**src/sv/url_percent_decoder_macros.svh**
```systemverilog
// Assertion macros for the URL percent decoder.
// Included by files that carry concurrent checks; assumes clk and rst in scope.
`ifndef URL_PERCENT_DECODER_MACROS_SVH
`define URL_PERCENT_DECODER_MACROS_SVH

`ifndef SYNTHESIS
`define URLPD_ASSERT(lbl, prop, msg) \
  lbl: assert property (@(posedge clk) disable iff (rst) (prop)) else $error(msg);
`define URLPD_ASSERT_ALWAYS(lbl, prop, msg) \
  lbl: assert property (@(posedge clk) (prop)) else $error(msg);
`else
`define URLPD_ASSERT(lbl, prop, msg)
`define URLPD_ASSERT_ALWAYS(lbl, prop, msg)
`endif

`endif

```
**src/sv/urlpd_pkg.sv**
```systemverilog
// Shared types and constants for the URL percent decoder.
// No dependencies; used by the front end, queue, back end and top level.
package urlpd_pkg;

  localparam int URLPD_QUEUE_DEPTH = 4;

  // Escape tracking phases.
  localparam logic [1:0] PH_IDLE  = 2'd0;
  localparam logic [1:0] PH_PCT   = 2'd1;
  localparam logic [1:0] PH_DIGIT = 2'd2;

  // Decoded output of one encoded byte: up to three bytes, oldest in data[0].
  typedef struct packed {
    logic            last;
    logic [1:0]      cnt;
    logic [2:0][7:0] data;
  } entry_t;

  typedef struct packed {
    logic [1:0] phase;
  } front_status_t;

endpackage

```
**src/sv/urlpd_if.sv**
```systemverilog
// Stream channel interfaces for the URL percent decoder.
// Depends on nothing; one interface for encoded input, one for decoded output.
interface urlpd_in_if;
  logic       valid;
  logic       ready;
  logic [7:0] in_byte;
  logic       in_last;

  modport source (output valid, output in_byte, output in_last, input ready);
  modport sink   (input valid, input in_byte, input in_last, output ready);
endinterface

interface urlpd_out_if;
  logic       valid;
  logic       ready;
  logic [7:0] out_byte;
  logic       out_last;

  modport source (output valid, output out_byte, output out_last, input ready);
  modport sink   (input valid, input out_byte, input out_last, output ready);
endinterface

```
**src/sv/urlpd_front.sv**
```systemverilog
// Front end: accepts encoded bytes, tracks escape phase, builds queue entries.
// Depends on urlpd_pkg and urlpd_in_if.
module urlpd_front import urlpd_pkg::*; (
  input  logic          clk,
  input  logic          rst,
  urlpd_in_if.sink      in_ch,
  input  logic          q_ready,
  output logic          push,
  output entry_t        push_entry,
  output front_status_t status
);

  localparam logic [7:0] CH_PCT = 8'h25;
  localparam logic [7:0] CH_0   = 8'h30;
  localparam logic [7:0] CH_9   = 8'h39;
  localparam logic [7:0] CH_UA  = 8'h41;
  localparam logic [7:0] CH_UF  = 8'h46;
  localparam logic [7:0] CH_LA  = 8'h61;
  localparam logic [7:0] CH_LF  = 8'h66;
  localparam logic [7:0] HEX_TEN = 8'd10;

  function automatic logic is_hex(logic [7:0] c);
    return (c >= CH_0 && c <= CH_9) || (c >= CH_LA && c <= CH_LF) ||
           (c >= CH_UA && c <= CH_UF);
  endfunction

  function automatic logic [3:0] hex_value(logic [7:0] c);
    logic [7:0] v;
    if (c >= CH_LA) begin
      v = c - CH_LA + HEX_TEN;
    end else if (c >= CH_UA) begin
      v = c - CH_UA + HEX_TEN;
    end else begin
      v = c - CH_0;
    end
    return v[3:0];
  endfunction

  function automatic entry_t push_byte(entry_t e, logic [7:0] x);
    entry_t r;
    r = e;
    case (e.cnt)
      2'd0: begin
        r.data[0] = x;
      end
      2'd1: begin
        r.data[1] = x;
      end
      default: begin
        r.data[2] = x;
      end
    endcase
    r.cnt = e.cnt + 2'd1;
    return r;
  endfunction

  logic [1:0] phase, phase_next;
  logic [7:0] held, held_next;
  logic       accept;
  entry_t     e;
  logic       b_hex;
  logic       run_idle;

  assign in_ch.ready = q_ready;
  assign accept      = in_ch.valid && q_ready;
  assign b_hex       = is_hex(in_ch.in_byte);

  always_comb begin
    e          = '0;
    phase_next = phase;
    held_next  = held;
    run_idle   = 1'b1;
    case (phase)
      PH_PCT: begin
        if (b_hex) begin
          held_next  = in_ch.in_byte;
          phase_next = PH_DIGIT;
          run_idle   = 1'b0;
        end else begin
          e = push_byte(e, CH_PCT);
        end
      end
      PH_DIGIT: begin
        if (b_hex) begin
          e          = push_byte(e, {hex_value(held), hex_value(in_ch.in_byte)});
          phase_next = PH_IDLE;
          run_idle   = 1'b0;
        end else begin
          e = push_byte(e, CH_PCT);
          e = push_byte(e, held);
        end
      end
      default: begin
      end
    endcase
    if (run_idle) begin
      if (in_ch.in_byte == CH_PCT) begin
        phase_next = PH_PCT;
      end else begin
        phase_next = PH_IDLE;
        e          = push_byte(e, in_ch.in_byte);
      end
    end
    // Flush a pending escape as literals at end of message.
    if (in_ch.in_last) begin
      if (phase_next == PH_PCT) begin
        e = push_byte(e, CH_PCT);
      end else if (phase_next == PH_DIGIT) begin
        e = push_byte(e, CH_PCT);
        e = push_byte(e, held_next);
      end
      e.last     = 1'b1;
      phase_next = PH_IDLE;
      held_next  = '0;
    end
  end

  always_ff @(posedge clk) begin
    if (rst) begin
      phase <= PH_IDLE;
      held  <= '0;
    end else if (accept) begin
      phase <= phase_next;
      held  <= held_next;
    end
  end

  assign push         = accept && (e.cnt != 2'd0);
  assign push_entry   = e;
  assign status.phase = phase;

endmodule

```
**src/sv/urlpd_queue.sv**
```systemverilog
// Short entry queue between front and back ends.
// Depends on urlpd_pkg.
module urlpd_queue import urlpd_pkg::*; #(
  parameter int Depth = URLPD_QUEUE_DEPTH
) (
  input  logic   clk,
  input  logic   rst,
  input  logic   push,
  input  entry_t push_entry,
  output logic   ready,
  input  logic   pop,
  output entry_t head,
  output logic   head_valid
);

  localparam int AW = (Depth > 1) ? $clog2(Depth) : 1;
  localparam int CW = $clog2(Depth + 1);

  entry_t        mem [Depth];
  logic [AW-1:0] wr_ptr, rd_ptr;
  logic [CW-1:0] count;
  logic          do_push, do_pop;

  assign ready      = (count != CW'(Depth));
  assign head_valid = (count != '0);
  assign head       = mem[rd_ptr];
  assign do_push    = push && ready;
  assign do_pop     = pop && head_valid;

  always_ff @(posedge clk) begin
    if (do_push) begin
      mem[wr_ptr] <= push_entry;
    end
  end

  always_ff @(posedge clk) begin
    if (rst) begin
      wr_ptr <= '0;
      rd_ptr <= '0;
      count  <= '0;
    end else begin
      if (do_push) begin
        wr_ptr <= (wr_ptr == AW'(Depth - 1)) ? '0 : wr_ptr + AW'(1);
      end
      if (do_pop) begin
        rd_ptr <= (rd_ptr == AW'(Depth - 1)) ? '0 : rd_ptr + AW'(1);
      end
      if (do_push && !do_pop) begin
        count <= count + CW'(1);
      end else if (do_pop && !do_push) begin
        count <= count - CW'(1);
      end
    end
  end

endmodule

```
**src/sv/urlpd_back.sv**
```systemverilog
// Back end: drains queue entries one byte per cycle, while the output is not stalled, into the output register.
// Depends on urlpd_pkg and urlpd_out_if.
module urlpd_back import urlpd_pkg::*; (
  input  logic        clk,
  input  logic        rst,
  input  entry_t      head,
  input  logic        head_valid,
  output logic        pop,
  urlpd_out_if.source out_ch
);

  logic [1:0] idx;
  logic       load;
  logic       at_end;
  logic [7:0] sel_byte;
  logic       out_valid;
  logic [7:0] out_byte;
  logic       out_last;

  assign load   = head_valid && (!out_valid || out_ch.ready);
  assign at_end = (2'(idx + 2'd1) == head.cnt);
  assign pop    = load && at_end;

  always_comb begin
    case (idx)
      2'd0: begin
        sel_byte = head.data[0];
      end
      2'd1: begin
        sel_byte = head.data[1];
      end
      default: begin
        sel_byte = head.data[2];
      end
    endcase
  end

  always_ff @(posedge clk) begin
    if (rst) begin
      out_valid <= 1'b0;
      idx       <= '0;
    end else begin
      if (load) begin
        out_valid <= 1'b1;
        idx       <= at_end ? 2'd0 : idx + 2'd1;
      end else if (out_ch.ready) begin
        out_valid <= 1'b0;
      end
    end
  end

  always_ff @(posedge clk) begin
    if (load) begin
      out_byte <= sel_byte;
      out_last <= head.last && at_end;
    end
  end

  assign out_ch.valid    = out_valid;
  assign out_ch.out_byte = out_byte;
  assign out_ch.out_last = out_last;

endmodule

```
**src/sv/url_percent_decoder.sv**
```systemverilog
// URL percent decoder: takes one encoded byte per cycle while the queue has
// room and emits the decoded stream at one byte per cycle while output ready is
// high. Each input byte turns into zero to three output bytes in the front end;
// a queue (four entries by default) holds them and the back end drains one byte
// a cycle into a registered output. Bytes that yield three outputs only follow
// bytes that yielded nothing, so the sustained rate is one input per cycle with
// output ready high; each result is queued, then registered at the output.
// Depends on urlpd_pkg, urlpd_if, urlpd_front, urlpd_queue, urlpd_back.
`include "url_percent_decoder_macros.svh"

module url_percent_decoder import urlpd_pkg::*; #(
  parameter int QueueDepth = URLPD_QUEUE_DEPTH
) (
  input  logic        clk,
  input  logic        rst,
  urlpd_in_if.sink    in_ch,
  urlpd_out_if.source out_ch
);

  logic          q_ready;
  logic          push;
  entry_t        push_entry;
  logic          pop;
  entry_t        head;
  logic          head_valid;
  front_status_t front_st;

  urlpd_front u_front (
    .clk        (clk),
    .rst        (rst),
    .in_ch      (in_ch),
    .q_ready    (q_ready),
    .push       (push),
    .push_entry (push_entry),
    .status     (front_st)
  );

  urlpd_queue #(
    .Depth (QueueDepth)
  ) u_queue (
    .clk        (clk),
    .rst        (rst),
    .push       (push),
    .push_entry (push_entry),
    .ready      (q_ready),
    .pop        (pop),
    .head       (head),
    .head_valid (head_valid)
  );

  urlpd_back u_back (
    .clk        (clk),
    .rst        (rst),
    .head       (head),
    .head_valid (head_valid),
    .pop        (pop),
    .out_ch     (out_ch)
  );

  `URLPD_ASSERT(a_last_pushes, in_ch.valid && in_ch.ready && in_ch.in_last |-> push, "last byte produced no output")
  `URLPD_ASSERT(a_last_idle, in_ch.valid && in_ch.ready && in_ch.in_last |=> front_st.phase == PH_IDLE, "phase not idle after message end")
  `URLPD_ASSERT_ALWAYS(a_no_empty_push, push |-> push_entry.cnt != 2'd0, "empty entry pushed")

endmodule

```
**src/flat_wrapper.sv**
```systemverilog
// flat-port wrapper written by rule: the top's interface ports become plain ports
module url_percent_decoder_flat import urlpd_pkg::*;
#(
  parameter int QueueDepth = URLPD_QUEUE_DEPTH
)
  (clk, rst, in_ch_valid, in_ch_in_byte, in_ch_in_last, in_ch_ready, out_ch_valid, out_ch_out_byte, out_ch_out_last, out_ch_ready);
  urlpd_in_if in_ch_i ();
  urlpd_out_if out_ch_i ();
  input  logic clk;
  input  logic rst;
  input wire logic [$bits(in_ch_i.valid)-1:0] in_ch_valid;
  input wire logic [$bits(in_ch_i.in_byte)-1:0] in_ch_in_byte;
  input wire logic [$bits(in_ch_i.in_last)-1:0] in_ch_in_last;
  output wire logic [$bits(in_ch_i.ready)-1:0] in_ch_ready;
  output wire logic [$bits(out_ch_i.valid)-1:0] out_ch_valid;
  output wire logic [$bits(out_ch_i.out_byte)-1:0] out_ch_out_byte;
  output wire logic [$bits(out_ch_i.out_last)-1:0] out_ch_out_last;
  input wire logic [$bits(out_ch_i.ready)-1:0] out_ch_ready;
  assign in_ch_i.valid = in_ch_valid;
  assign in_ch_i.in_byte = in_ch_in_byte;
  assign in_ch_i.in_last = in_ch_in_last;
  assign in_ch_ready = in_ch_i.ready;
  assign out_ch_valid = out_ch_i.valid;
  assign out_ch_out_byte = out_ch_i.out_byte;
  assign out_ch_out_last = out_ch_i.out_last;
  assign out_ch_i.ready = out_ch_ready;
  url_percent_decoder #(.QueueDepth(QueueDepth)) u_core (.clk(clk), .rst(rst), .in_ch(in_ch_i), .out_ch(out_ch_i));
endmodule
```
**config.mk**
```make
export PLATFORM = sky130hd
export DESIGN_NAME = url_percent_decoder_flat
export DESIGN_NICKNAME = d
export VERILOG_FILES = /design/src/sv/urlpd_pkg.sv /design/src/sv/urlpd_if.sv /design/src/sv/urlpd_front.sv /design/src/sv/urlpd_queue.sv /design/src/sv/urlpd_back.sv /design/src/sv/url_percent_decoder.sv /design/src/flat_wrapper.sv
export VERILOG_INCLUDE_DIRS = /design/src /design/src/sv
export SDC_FILE = /design/constraint.sdc
export NUM_CORES = 1
export LEC_CHECK = 0
export BUFFER_PORTS_ARGS = -buffer_cell sky130_fd_sc_hd__buf_2
export CAP_MARGIN = 20
export CORE_MARGIN = 2
export CORE_UTILIZATION = 31
export DETAILED_ROUTE_END_ITERATION = 7
export PLACE_DENSITY = 0.57
export SLEW_MARGIN = 0
export SYNTH_ARGS = -nofsm -noshare
export SYNTH_HDL_FRONTEND = slang
export SYNTH_HIERARCHICAL = 1
export SYNTH_SLANG_ARGS = --single-unit
```
**constraint.sdc**
```tcl
create_clock -name clk -period 5.7 [get_ports clk]
set_input_delay 1.14 -clock clk [delete_from_list [all_inputs] [get_ports clk]]
set_output_delay 1.14 -clock clk [all_outputs]
set_load 0.01 [all_outputs]
```
==> metrics.yaml <==
finish:
  final_cell_mix: "117 x edfxtp_1, 34 x nand2_1, 34 x nor2_1"
  final_nets: 541
  diodes: 0
  final_common_cell: "edfxtp_1"
  multiInputGateArea_um2: 2539
  n_fill_cell: 2047
  layout-drive-gt1-share_pct: 22.33
  syn2layout_area_growth_pct: 15.05
  utilization_pct: 36.56
  ff_latch_area_um2: 3955
job:
  max-cap-violations: 0
critical_path:
  start_kind: "input port"
  rr_endpoint: "u_core/u_queue/count[2]$_SDFFE_PP0P_"
  crit_arrival_ps: 5430
  regToRegSetupSlack_ps: 1240
  critical_path.endpoint: "u_core/u_queue/count[2]$_SDFFE_PP0P_"
  crit_fanout: 8
  crit_start: "in_ch_in_byte[1]"
  critPathKind: "input port to flip-flop"
  end_kind: "flip-flop"
  reg2reg_from: "u_core/u_front/status[0]$_SDFFE_PP0P_"
  cp.required_ps: 6040
  worstRegToRegCells: 18
detailed_routing:
  finalWirelength_um: 14730
  routedWlPerCell_um: 18.65
  drc: 0
  drtIter0Drc: 327
  viasPerCell: 5.290
  num_vias: 4179
  drt-pass1-iter-count: 6
  ant_nets: 0
placed_design:
  place_hpwl_um: 9780
  numPortBuffers: 23
  gp_congestion: 0.9196
clocking:
  clkTransAtPathRegs_ps: 60
  cts.path.max_buffers: 2
  cts_root_buffer: "clkbuf_16"
  tritoncts: "built"
  postCtsHoldBufs: 0
  numCtsBuffers: 17
  clock_latency_ps: 420
  post-cts-setup-buffers: 0
  h-tree-depth: 4
  ctsResizeCount: 0
  cts.sinks: 139
power:
  power.density_nw_per_um2: 422.6
  p_leak_nw: 2.669
  p_total_mw: 3.258
  irDropWorstVdd_mv: 0.2039
yosys:
  netlist_area_um2: 6701
  synth-seq-area-share_pct: 59.00
  yosys_warnings: 6
  synth_fp_nets: 517
  synth_cells: 478
  avgSynthCellArea_um2: 14.02
  synth_ff_type: "edfxtp_1"
  async_flop_share_pct: 0
  synth_seq_cells: 139
  synth-edff-count: 117
  synth_cell_types: 70
status:
  status: "completed"
hold_path:
  min_path_type: "flip-flop to flip-flop"
  min_path_cells: 2
sta:
  slew_violations: 0
  fin_crit_sh_pct: 89.33
  tightestPinTransition_ps: 794.2
  tns_ps: 0
  max_slew_margin_pct: 47.05
  min_period_ps: 5092
  fin_skew_ps: 5.460
  rsz0062_at_grt: "false"
  max_freq_mhz: 196.4
  finalHoldViolCount: 0
  finalSetupViolations: 0
die:
  core_area_um2: 21090
  ios: 24
  fp.dieH_um: 151.0
  start_util_pct: 31.78
  rows: 53
  die_width_um: 151.0
  dieArea_um2: 22810
grt:
  grt_max_degree: 28
  grt.overflow.total: 0
  grt_pass1_vias: 4178
  groute.usage.overall_pct: 13.88
  antenna_found_initial: 0
  grt_pass1_wl_um: 23310
metrics by stage:
stage               cells  cell area (µm²)  hold WS, ps  setup WS, ps
finish                790             7710        516.8         608.1
detailed placement    758             7088        516.1         268.3
CTS                   790             7710        520.9         639.0
floorplan             478             6701        463.4         702.2
global route          790             7710        551.0         218.3
global placement      758             7088        467.5         395.2
flip-flops by register name, indices dropped and copies added (netlist names), named ones only:
signal / flops
u_core/u_queue/rd_ptr: 2
u_core/u_back/out_ch.out_byte: 8
u_core/u_front/held: 8
u_core/u_queue/count: 3
u_core/u_queue/mem: 108
u_core/u_queue/wr_ptr: 2
u_core/u_back/idx: 2
u_core/u_back/out_ch.out_last: 1
u_core/u_front/status: 2
u_core/u_back/out_ch.valid: 1
cells by family (layout without fill, tap and decap cells):
logic type | Yosys count | in the layout | synth area share (%)
compound gates | 102 | 102 | 11.33
xor+xnor | 10 | 10 | 1.307
fa+ha+maj | 26 | 26 | 4.966
buf+inv | 46 | 83 | 3.118
flops | 139 | 139 | 59.00
mux | 37 | 37 | 10.62
simple gates | 118 | 118 | 9.653
layout make-up:
cell class,instances,share of cell area (%)
Clock buffer,17,5.518
Multi-Input combinational cell,293,32.93
Sequential cell,139,51.30
Inverter,20,0.9737
Timing Repair Buffer,31,2.272
Clock inverter,15,2.548
Tap cell,275,4.463
worst max-delay path, stage by stage:
cell and delay, ps:
buf_2 150, inv_1 120, ha_1 260, nor2_1 80, o31ai_1 370, nand3_1 190
mux2i_1 240, ha_1 260, nand2_1 80, o22ai_1 120, ha_1 310, a21oi_1 60
a41oi_1 230, o31a_1 240, and2_4 190, ha_1 180, inv_1 60, fa_1 370
xor2_1 160, or3_2 410, a21oi_1 200
layer usage:
metal  routed length [µm]  vias up  track usage, %
met5                    0        -               0
met4                  383        0           5.935
met3                  816       37           3.072
met2                 6872      139           21.75
met1                 6659     2088           18.64
li1                     -     1915               -
cells in the mapped netlist, types with 10 or more instances:
cell	instances	area, µm²
a22oi_1	18	135.1
dfxtp_1	22	440.4
edfxtp_1	117	3513
nor2_1	34	127.6
nand2_1	34	127.6
o21ai_0	14	70.07
buf_2	10	50.05
mux4_2	27	608.1
inv_1	20	75.07
a21oi_1	14	70.07
ha_1	25	312.8
where the power goes:
| part | switching, mW | internal (mW) | leakage [nW] | total [mW] |
|---|---|---|---|---|
| Combinational | 0.438 | 0.315 | 1.11 | 0.754 |
| Sequential | 0.0522 | 1.30 | 1.26 | 1.35 |
| Clock | 0.423 | 0.732 | 0.299 | 1.16 |
| Total | 0.914 | 2.34 | 2.67 | 3.26 |
worst min path at each step:
stage / startpoint / slack, ps / end
floorplan: u_core/u_queue/rd_ptr[0]$_SDFFE_PP0P_ / 460 / flip-flop
global placement: u_core/u_queue/rd_ptr[0]$_SDFFE_PP0P_ / 470 / flip-flop
detailed placement: u_core/u_back/out_ch.valid$_SDFFE_PP0P_ / 520 / u_core/u_back/out_ch.valid$_SDFFE_PP0P_
CTS: u_core/u_back/out_ch.valid$_SDFFE_PP0P_ / 520 / u_core/u_back/out_ch.valid$_SDFFE_PP0P_
global route: u_core/u_back/out_ch.valid$_SDFFE_PP0P_ / 550 / u_core/u_back/out_ch.valid$_SDFFE_PP0P_
finish: u_core/u_back/out_ch.valid$_SDFFE_PP0P_ / 520 / u_core/u_back/out_ch.valid$_SDFFE_PP0P_
(Power assumes the default switching activity.)
